`src/hw/rtl/assert_macros.svh`:
```
// ----------------------------------------------------------------------------
// assert_macros.svh
// shared concurrent assertion macros for the report tracker
// ----------------------------------------------------------------------------
`ifndef ASSERT_MACROS_SVH
`define ASSERT_MACROS_SVH

// same-cycle implication, checked while out of reset
`define HSK_ASSERT_NOW(label, clk, rstn, ante, cons) \
    label: assert property (@(posedge clk) disable iff (!(rstn)) (ante) |-> (cons)) \
        else $error("hsk assertion failed");

// next-cycle implication, checked while out of reset
`define HSK_ASSERT_NEXT(label, clk, rstn, ante, cons) \
    label: assert property (@(posedge clk) disable iff (!(rstn)) (ante) |=> (cons)) \
        else $error("hsk assertion failed");

`endif

```
`src/hw/rtl/hsk_pkg.sv`:
```
// ----------------------------------------------------------------------------
// hsk_pkg
// shared types and constants of the six-key report tracker
// ----------------------------------------------------------------------------
package hsk_pkg;

    localparam int CODE_W      = 16;
    localparam int KEY_W       = 8;
    localparam int REPORT_KEYS = 6;

    // modifier usages occupy 0xe0 .. 0xe7
    localparam logic [4:0]       MOD_CODE_PREFIX = 5'b11100;
    localparam logic [KEY_W-1:0] KEY_NONE        = 8'h00;

    typedef logic [KEY_W-1:0] key_t;

    typedef struct packed {
        logic press;
        logic release_key;
    } key_op_t;

    typedef struct packed {
        logic [7:0]                  modifiers;
        key_t [REPORT_KEYS-1:0]      keys;
    } report_t;

endpackage

```
`src/hw/rtl/hsk_key_slots.sv`:
```
// ----------------------------------------------------------------------------
// hsk_key_slots
// next state of the packed key slot list for one press or release
// ----------------------------------------------------------------------------
module hsk_key_slots #(
    parameter int KEY_SLOTS = 6
) (
    input  hsk_pkg::key_t [KEY_SLOTS-1:0] slots_in,
    input  hsk_pkg::key_t                 code,
    input  hsk_pkg::key_op_t              op,
    output hsk_pkg::key_t [KEY_SLOTS-1:0] slots_out
);

    logic [KEY_SLOTS-1:0] match;
    logic [KEY_SLOTS-1:0] empty;
    logic [KEY_SLOTS-1:0] seen_match;
    logic [KEY_SLOTS-1:0] first_empty;
    logic                 any_match;

    always_comb begin
        logic seen_empty;
        seen_empty = 1'b0;
        for (int i = 0; i < KEY_SLOTS; i++) begin
            match[i]       = (slots_in[i] == code);
            empty[i]       = (slots_in[i] == hsk_pkg::KEY_NONE);
            first_empty[i] = empty[i] && !seen_empty;
            seen_empty     = seen_empty || empty[i];
        end
        // slots at or after the first hit shift down on release
        seen_match[0] = match[0];
        for (int i = 1; i < KEY_SLOTS; i++) begin
            seen_match[i] = seen_match[i-1] || match[i];
        end
        any_match = seen_match[KEY_SLOTS-1];
    end

    always_comb begin
        slots_out = slots_in;
        if (op.press && !any_match) begin
            for (int i = 0; i < KEY_SLOTS; i++) begin
                if (first_empty[i]) begin
                    slots_out[i] = code;
                end
            end
        end else if (op.release_key) begin
            for (int i = 0; i < KEY_SLOTS - 1; i++) begin
                if (seen_match[i]) begin
                    slots_out[i] = slots_in[i+1];
                end
            end
            if (any_match) begin
                slots_out[KEY_SLOTS-1] = hsk_pkg::KEY_NONE;
            end
        end
    end

endmodule

```
`src/hw/rtl/hsk_out_stage.sv`:
```
// ----------------------------------------------------------------------------
// hsk_out_stage
// result register holding one report until the receiver takes it
// ----------------------------------------------------------------------------
module hsk_out_stage (
    input  logic              aclk,
    input  logic              aresetn,
    input  logic              load,
    input  hsk_pkg::report_t  report_in,
    output logic              free,
    output logic              m_valid,
    input  logic              m_ready,
    output hsk_pkg::report_t  report_out
);

    logic             valid_reg;
    logic             valid_next;
    hsk_pkg::report_t report_reg;

    assign free       = !valid_reg || m_ready;
    assign m_valid    = valid_reg;
    assign report_out = report_reg;

    always_comb begin
        valid_next = valid_reg;
        if (load) begin
            valid_next = 1'b1;
        end else if (m_ready) begin
            valid_next = 1'b0;
        end
    end

    always_ff @(posedge aclk) begin
        if (!aresetn) begin
            valid_reg <= 1'b0;
        end else begin
            valid_reg <= valid_next;
        end
    end

    always_ff @(posedge aclk) begin
        if (load) begin
            report_reg <= report_in;
        end
    end

endmodule

```
`src/hw/rtl/hid_six_key_report_tracker_unit.sv`:
```
// ----------------------------------------------------------------------------
// hid_six_key_report_tracker_unit
// boot keyboard report tracker: modifier byte plus packed key slots
// ----------------------------------------------------------------------------
// s_ channel takes key events (16-bit key code, press or release); m_ channel
// gives the full report (modifier byte, six key slots). cfg_wr_en/cfg_wr_data
// write link_enabled; with it low the state still tracks events but no
// report is sent. Codes above 0xff are dropped with no report, 0xe0..0xe7
// set or clear a modifier bit, code zero just resends the report, other
// codes add to or remove from the packed slot list.
// Timing: an event sits in the input register, where the slot update and the
// report load are done; the report is then registered in the result register
// and shows on m_valid. One event per cycle sustained while the result
// register is free, set by the slot compare/shift path, which reads the state
// left by the previous event.
// Reset and stall: reset empties all slots, clears the modifiers, sets
// link_enabled and drops any event or report in flight. While m_ready is
// low the report holds and one more event waits in the input register,
// which then holds s_ready low; events that give no report never wait on m_.
// ----------------------------------------------------------------------------
`include "assert_macros.svh"

module hid_six_key_report_tracker_unit #(
    parameter int KEY_SLOTS = 6
) (
    input  logic        aclk,
    input  logic        aresetn,

    input  logic        cfg_wr_en,
    input  logic        cfg_wr_data,

    input  logic        s_valid,
    output logic        s_ready,
    input  logic [15:0] s_key_code,
    input  logic        s_is_press,

    output logic        m_valid,
    input  logic        m_ready,
    output logic [7:0]  m_modifier_byte,
    output logic [7:0]  m_key_slot_0,
    output logic [7:0]  m_key_slot_1,
    output logic [7:0]  m_key_slot_2,
    output logic [7:0]  m_key_slot_3,
    output logic [7:0]  m_key_slot_4,
    output logic [7:0]  m_key_slot_5
);

    // input register
    logic                             in_valid_reg;
    logic                             in_valid_next;
    logic [hsk_pkg::CODE_W-1:0]       in_code_reg;
    logic                             in_press_reg;

    // tracked state
    logic                             link_enabled_reg;
    logic [7:0]                       mods_reg;
    logic [7:0]                       mods_next;
    hsk_pkg::key_t [KEY_SLOTS-1:0]    slots_reg;
    hsk_pkg::key_t [KEY_SLOTS-1:0]    slots_next;

    // event decode
    hsk_pkg::key_t                    code_lo;
    logic                             in_range;
    logic                             is_mod;
    logic                             is_key;
    logic [7:0]                       mod_bit;
    hsk_pkg::key_op_t                 key_op;

    logic                             produces;
    logic                             advance;
    logic                             out_free;
    hsk_pkg::report_t                 report_next;
    hsk_pkg::report_t                 report_out;

    assign code_lo  = in_code_reg[hsk_pkg::KEY_W-1:0];
    assign in_range = (in_code_reg[hsk_pkg::CODE_W-1:hsk_pkg::KEY_W] == '0);
    assign is_mod   = in_range && (code_lo[7:3] == hsk_pkg::MOD_CODE_PREFIX);
    assign is_key   = in_range && !is_mod && (code_lo != hsk_pkg::KEY_NONE);
    assign mod_bit  = 8'h01 << code_lo[2:0];

    assign key_op.press       = is_key && in_press_reg;
    assign key_op.release_key = is_key && !in_press_reg;

    // dropped codes and link-off events never wait on the result register
    assign produces = in_range && link_enabled_reg;
    assign advance  = in_valid_reg && (!produces || out_free);
    assign s_ready  = !in_valid_reg || advance;

    hsk_key_slots #(
        .KEY_SLOTS (KEY_SLOTS)
    ) u_key_slots (
        .slots_in  (slots_reg),
        .code      (code_lo),
        .op        (key_op),
        .slots_out (slots_next)
    );

    always_comb begin
        mods_next = mods_reg;
        if (is_mod) begin
            if (in_press_reg) begin
                mods_next = mods_reg | mod_bit;
            end else begin
                mods_next = mods_reg & ~mod_bit;
            end
        end
    end

    // report view: slots past the sixth are not reported, missing ones read 0
    assign report_next.modifiers = mods_next;
    for (genvar g = 0; g < hsk_pkg::REPORT_KEYS; g++) begin : g_report
        if (g < KEY_SLOTS) begin : g_slot
            assign report_next.keys[g] = slots_next[g];
        end else begin : g_none
            assign report_next.keys[g] = hsk_pkg::KEY_NONE;
        end
    end

    hsk_out_stage u_out_stage (
        .aclk       (aclk),
        .aresetn    (aresetn),
        .load       (advance && produces),
        .report_in  (report_next),
        .free       (out_free),
        .m_valid    (m_valid),
        .m_ready    (m_ready),
        .report_out (report_out)
    );

    assign m_modifier_byte = report_out.modifiers;
    assign m_key_slot_0    = report_out.keys[0];
    assign m_key_slot_1    = report_out.keys[1];
    assign m_key_slot_2    = report_out.keys[2];
    assign m_key_slot_3    = report_out.keys[3];
    assign m_key_slot_4    = report_out.keys[4];
    assign m_key_slot_5    = report_out.keys[5];

    always_comb begin
        in_valid_next = in_valid_reg;
        if (s_valid && s_ready) begin
            in_valid_next = 1'b1;
        end else if (advance) begin
            in_valid_next = 1'b0;
        end
    end

    always_ff @(posedge aclk) begin
        if (!aresetn) begin
            in_valid_reg     <= 1'b0;
            link_enabled_reg <= 1'b1;
            mods_reg         <= '0;
            slots_reg        <= '0;
        end else begin
            in_valid_reg <= in_valid_next;
            if (cfg_wr_en) begin
                link_enabled_reg <= cfg_wr_data;
            end
            if (advance) begin
                mods_reg  <= mods_next;
                slots_reg <= slots_next;
            end
        end
    end

    always_ff @(posedge aclk) begin
        if (s_valid && s_ready) begin
            in_code_reg  <= s_key_code;
            in_press_reg <= s_is_press;
        end
    end

    // ------------------------------------------------------------------------
    // assertions
    // ------------------------------------------------------------------------

    // a held event waits for the blocked result register without changing
    `HSK_ASSERT_NEXT(a_event_holds, aclk, aresetn,
        in_valid_reg && produces && m_valid && !m_ready,
        in_valid_reg && $stable(in_code_reg) && $stable(in_press_reg))

    // an event that gives no report never raises a result
    `HSK_ASSERT_NEXT(a_no_spurious_result, aclk, aresetn,
        advance && !produces && !(m_valid && !m_ready), !m_valid)

    // modifier events leave the slot list alone
    `HSK_ASSERT_NEXT(a_mod_keeps_slots, aclk, aresetn,
        advance && is_mod, $stable(slots_reg))

    // nonzero keys stay packed at the low slots
    for (genvar p = 0; p + 1 < KEY_SLOTS; p++) begin : g_packed_chk
        `HSK_ASSERT_NOW(a_slots_packed, aclk, aresetn,
            slots_reg[p] == hsk_pkg::KEY_NONE, slots_reg[p+1] == hsk_pkg::KEY_NONE)
    end

endmodule

```
`config.mk`:
```
export PLATFORM = sky130hd
export DESIGN_NAME = hid_six_key_report_tracker_unit
export DESIGN_NICKNAME = d
export VERILOG_FILES = /design/src/hw/rtl/hsk_pkg.sv /design/src/hw/rtl/hsk_key_slots.sv /design/src/hw/rtl/hsk_out_stage.sv /design/src/hw/rtl/hid_six_key_report_tracker_unit.sv
export VERILOG_INCLUDE_DIRS = /design/src /design/src/hw/rtl
export SDC_FILE = /design/constraint.sdc
export NUM_CORES = 1
export LEC_CHECK = 0
export BUFFER_PORTS_ARGS = -buffer_cell sky130_fd_sc_hd__buf_2
export CELL_PAD_IN_SITES_DETAIL_PLACEMENT = 1
export CELL_PAD_IN_SITES_GLOBAL_PLACEMENT = 2
export CORE_AREA = 2 2 136 138
export CTS_BUF_LIST = sky130_fd_sc_hd__clkbuf_8 sky130_fd_sc_hd__clkbuf_16
export CTS_CLUSTER_SIZE = 12
export DETAILED_ROUTE_END_ITERATION = 10
export DIE_AREA = 0 0 138 140
export GPL_TIMING_DRIVEN = 0
export PLACE_DENSITY = 0.76
export SLEW_MARGIN = 20
export SYNTH_ARGS = -nofsm -noshare
export SYNTH_HDL_FRONTEND = slang
export SYNTH_SLANG_ARGS = --single-unit
```
`constraint.sdc`:
```
create_clock -name aclk -period 5.8 [get_ports aclk]
set_clock_uncertainty 0.05 [all_clocks]
set_input_delay 1.16 -clock aclk [delete_from_list [all_inputs] [get_ports aclk]]
set_output_delay 1.16 -clock aclk [all_outputs]
set_load 0.05 [all_outputs]
```
==> run metrics <==
worst path cell trace=buf_2 > buf_4 > xnor2_1 > nand4_1 > o22a_1 > nand4_1 > buf_2 > nor4_4 > buf_2 > nor3_1 > a211oi_1; dpl hpwl=15.82 mm; htree depth=4; core area=about 18000 µm²; Die X=138 µm; Routed WL=22.01 mm; count leader, synth=nor2_1; metal2 WL=10.74 mm; dominant cell type by area after synthesis=edfxtp_1; Req. time, crit path=about 6.0 ns; # IOs=81; fin util=44.14%; post-synthesis cell count=647; fraction of layout cells with a size suffix above 1=about a fifth; drt drc=0; combinational share of power=6.3%; clock tree buffer depth=2; sequential element share of the synthesized area=between 50% and 60%; Final min period=3.613 ns; Setup WS post-layout=approximately 2.2 ns; root buf cell=clkbuf_16; pre-CTS WS=2.248 ns; Slew headroom=around 34%; Post-Synthesis Mean Instance Area=10.03 µm²; number of cells on the worst hold path=2; first-pass GRT wire length=34.38 mm; total iterations of the first detailed-routing run=5; CP endpoint kind=flip-flop; number of flip-flops in the largest register=56; slowest cell delay on critical path=~0.65 ns; Seq cells post-synth=132; CP top delay family=simple AND/OR/NAND/NOR gates; Flop pwr share=43.7%; Hold Crit Class=flip-flop to flip-flop; Die Area=around 19000 µm²; clock sinks=132; GRT Util Overall=between 20% and 30%; Final Cycle Share=62.30%; WS Path Type=flip-flop to flip-flop; CTS Buf Count=17; ANT nets after route=0; fin area=a little under 8000 µm²; Critical Path Source Type=flip-flop; Placed Area=7223 µm²; CTS resizes=0; DP Cell Count=957; WL met3=1.324 mm; Final Hold Viols=0; WL/cell=about 22 µm; Leak Pwr=3.025 nW; Final GP Congestion=approximately 0.87; site row count=49; worst reg2reg path depth=11; Fill cells=2049; Switch Pwr=approximately 0.53 mW; initial antenna violation count=0; Top Metal Used=met4; Max Freq=about 280 MHz; Final TNS setup=0 ns; unrepaired setup endpoints after global routing=false; I/O Buffers=between 70 and 80; Yosys warnings=0; Area Growth Syn to Fin=20.89%; crit path buf inv count=4; Setup Fix Bufs, Post-CTS=0; Clk Latency, worst-skew pair=around 0.43 ns; Final nets=770; via count=5698; Cell variety after synth=between 50 and 60; Slowest cell on crit path=nor4_4; Mapped Area=roughly 6500 µm²; worst slew pin tran=roughly 0.98 ns; Crit. path cell count=11; Post-synth top cells=nor2_1, edfxtp_1, dfxtp_1, nor3_1, clkbuf_1; ANT cells=0; final setup fails=0; synthesized netlist net count=between 600 and 700; P_int=1.768 mW; maximum VDD drop=between 0.2 and 0.25 mV; Post-Layout Cell Count=989; pwr/cell area=293.2 nW/µm²; Worst EP arrival=between 3 and 4 ns; Starting Density=36.51%; critical path peak fanout=10; M1 WL=9.284 mm; cts hold-fix bufs=0; Iteration-0 DRC Markers=423; Final Max Tran Viols=0; most used cell along the critical path=buf_2; EDFF count, synth=73; Max Cap Viol=0; total grt overflow=0; largest net degree at the start of global routing=29; switching fraction of total power=between 20% and 30%; CTS tree=yes; share of Yosys cell area claimed by the top area cell type=33.77%; Worst-path clk slew=0.06 ns; vias per inst=5.761; Clk network pwr share=50.0%; status=finished clean; Primary FF master, synth=edfxtp_1; Synth area leaders=edfxtp_1, dfxtp_1, nor2_1; Die Y=between 100 and 150 µm; vias in the first global route=6014; ys async rst share=0%
==> worst paths after layout <==
| path | startpoint | slack (ns) | end |
|---|---|---|---|
| setup / recovery | in_code_reg[7] | 2.19 | u_out_stage.report_out[24] |
| hold / removal | mods_reg[2] | 0.45 | mods_reg[2] |
| hold reg to reg | mods_reg[2] | 0.45 | mods_reg[2] |
| setup reg to reg | in_code_reg[7] | 2.19 | u_out_stage.report_out[24] |
==> layout by cell type, fill, tap and decap left out, types with 7 or more instances in the layout <==
cell type,count
nor2_1,92
buf_2,91
edfxtp_1,73
dfxtp_1,59
nor3_1,42
clkbuf_1,33
nand2_1,32
nor4_1,26
xnor2_1,24
xor2_1,24
a21oi_1,23
inv_1,21
a211oi_1,21
clkbuf_16,17
o21ai_0,14
nand4_1,13
a221oi_1,13
o22ai_1,11
o21a_1,10
mux2_2,8
nand3_1,7
o221ai_1,7
o2111a_1,7
==> power by group through the flow <==
stage	registers, mW	logic [mW]	clock network [mW]
after global placement	1.02	0.140	0
after floorplan	1.02	0.0885	0
after CTS	1.01	0.144	1.17
after detailed placement	1.03	0.143	0
after global routing	1.01	0.156	1.21
final	1.01	0.145	1.15
==> cell type report <==
type | instances | area (µm²) | area share (%)
repair buffers | 81 | 435.4 | 5.548
well taps | 229 | 286.5 | 3.651
inverters | 21 | 78.83 | 1.004
flip-flops and latches | 132 | 3373 | 42.98
clock buffers | 18 | 439.2 | 5.596
plain buffers | 56 | 262.8 | 3.348
clock inverters | 14 | 185.2 | 2.360
multi-input cells | 438 | 2786 | 35.51
==> worst min-delay path: cells and delay by family (launching register included) <==
kind             cells  cell delay, ns
AND/OR/NAND/NOR      2            0.14
flip-flops           1            0.31
==> cells by family after synthesis <==
group	Yosys count	synth area share, %
and+or+nand+nor	245	19.31
DFF	132	51.97
buffers and inverters	77	5.262
muxes	11	1.850
xor gates and xnor gates	48	6.476
AOI/OAI and AO/OA	134	15.13
==> layer usage <==
metal / global-route usage (%) / vias to the layer above
li1: - / 2609
met2: 38.69 / 217
met5: 0 / -
met3: 5.333 / 52
met4: 9.398 / 0
met1: 28.94 / 2820
==> metrics by stage <==
step,power (mW),hold WS (ns)
after floorplan,1.111,0.4136
after global placement,1.164,0.4320
after detailed placement,1.168,0.4484
after CTS,2.318,0.4582
after global routing,2.374,0.4751
final,2.301,0.4487
Power figures use the tool's default switching activity.
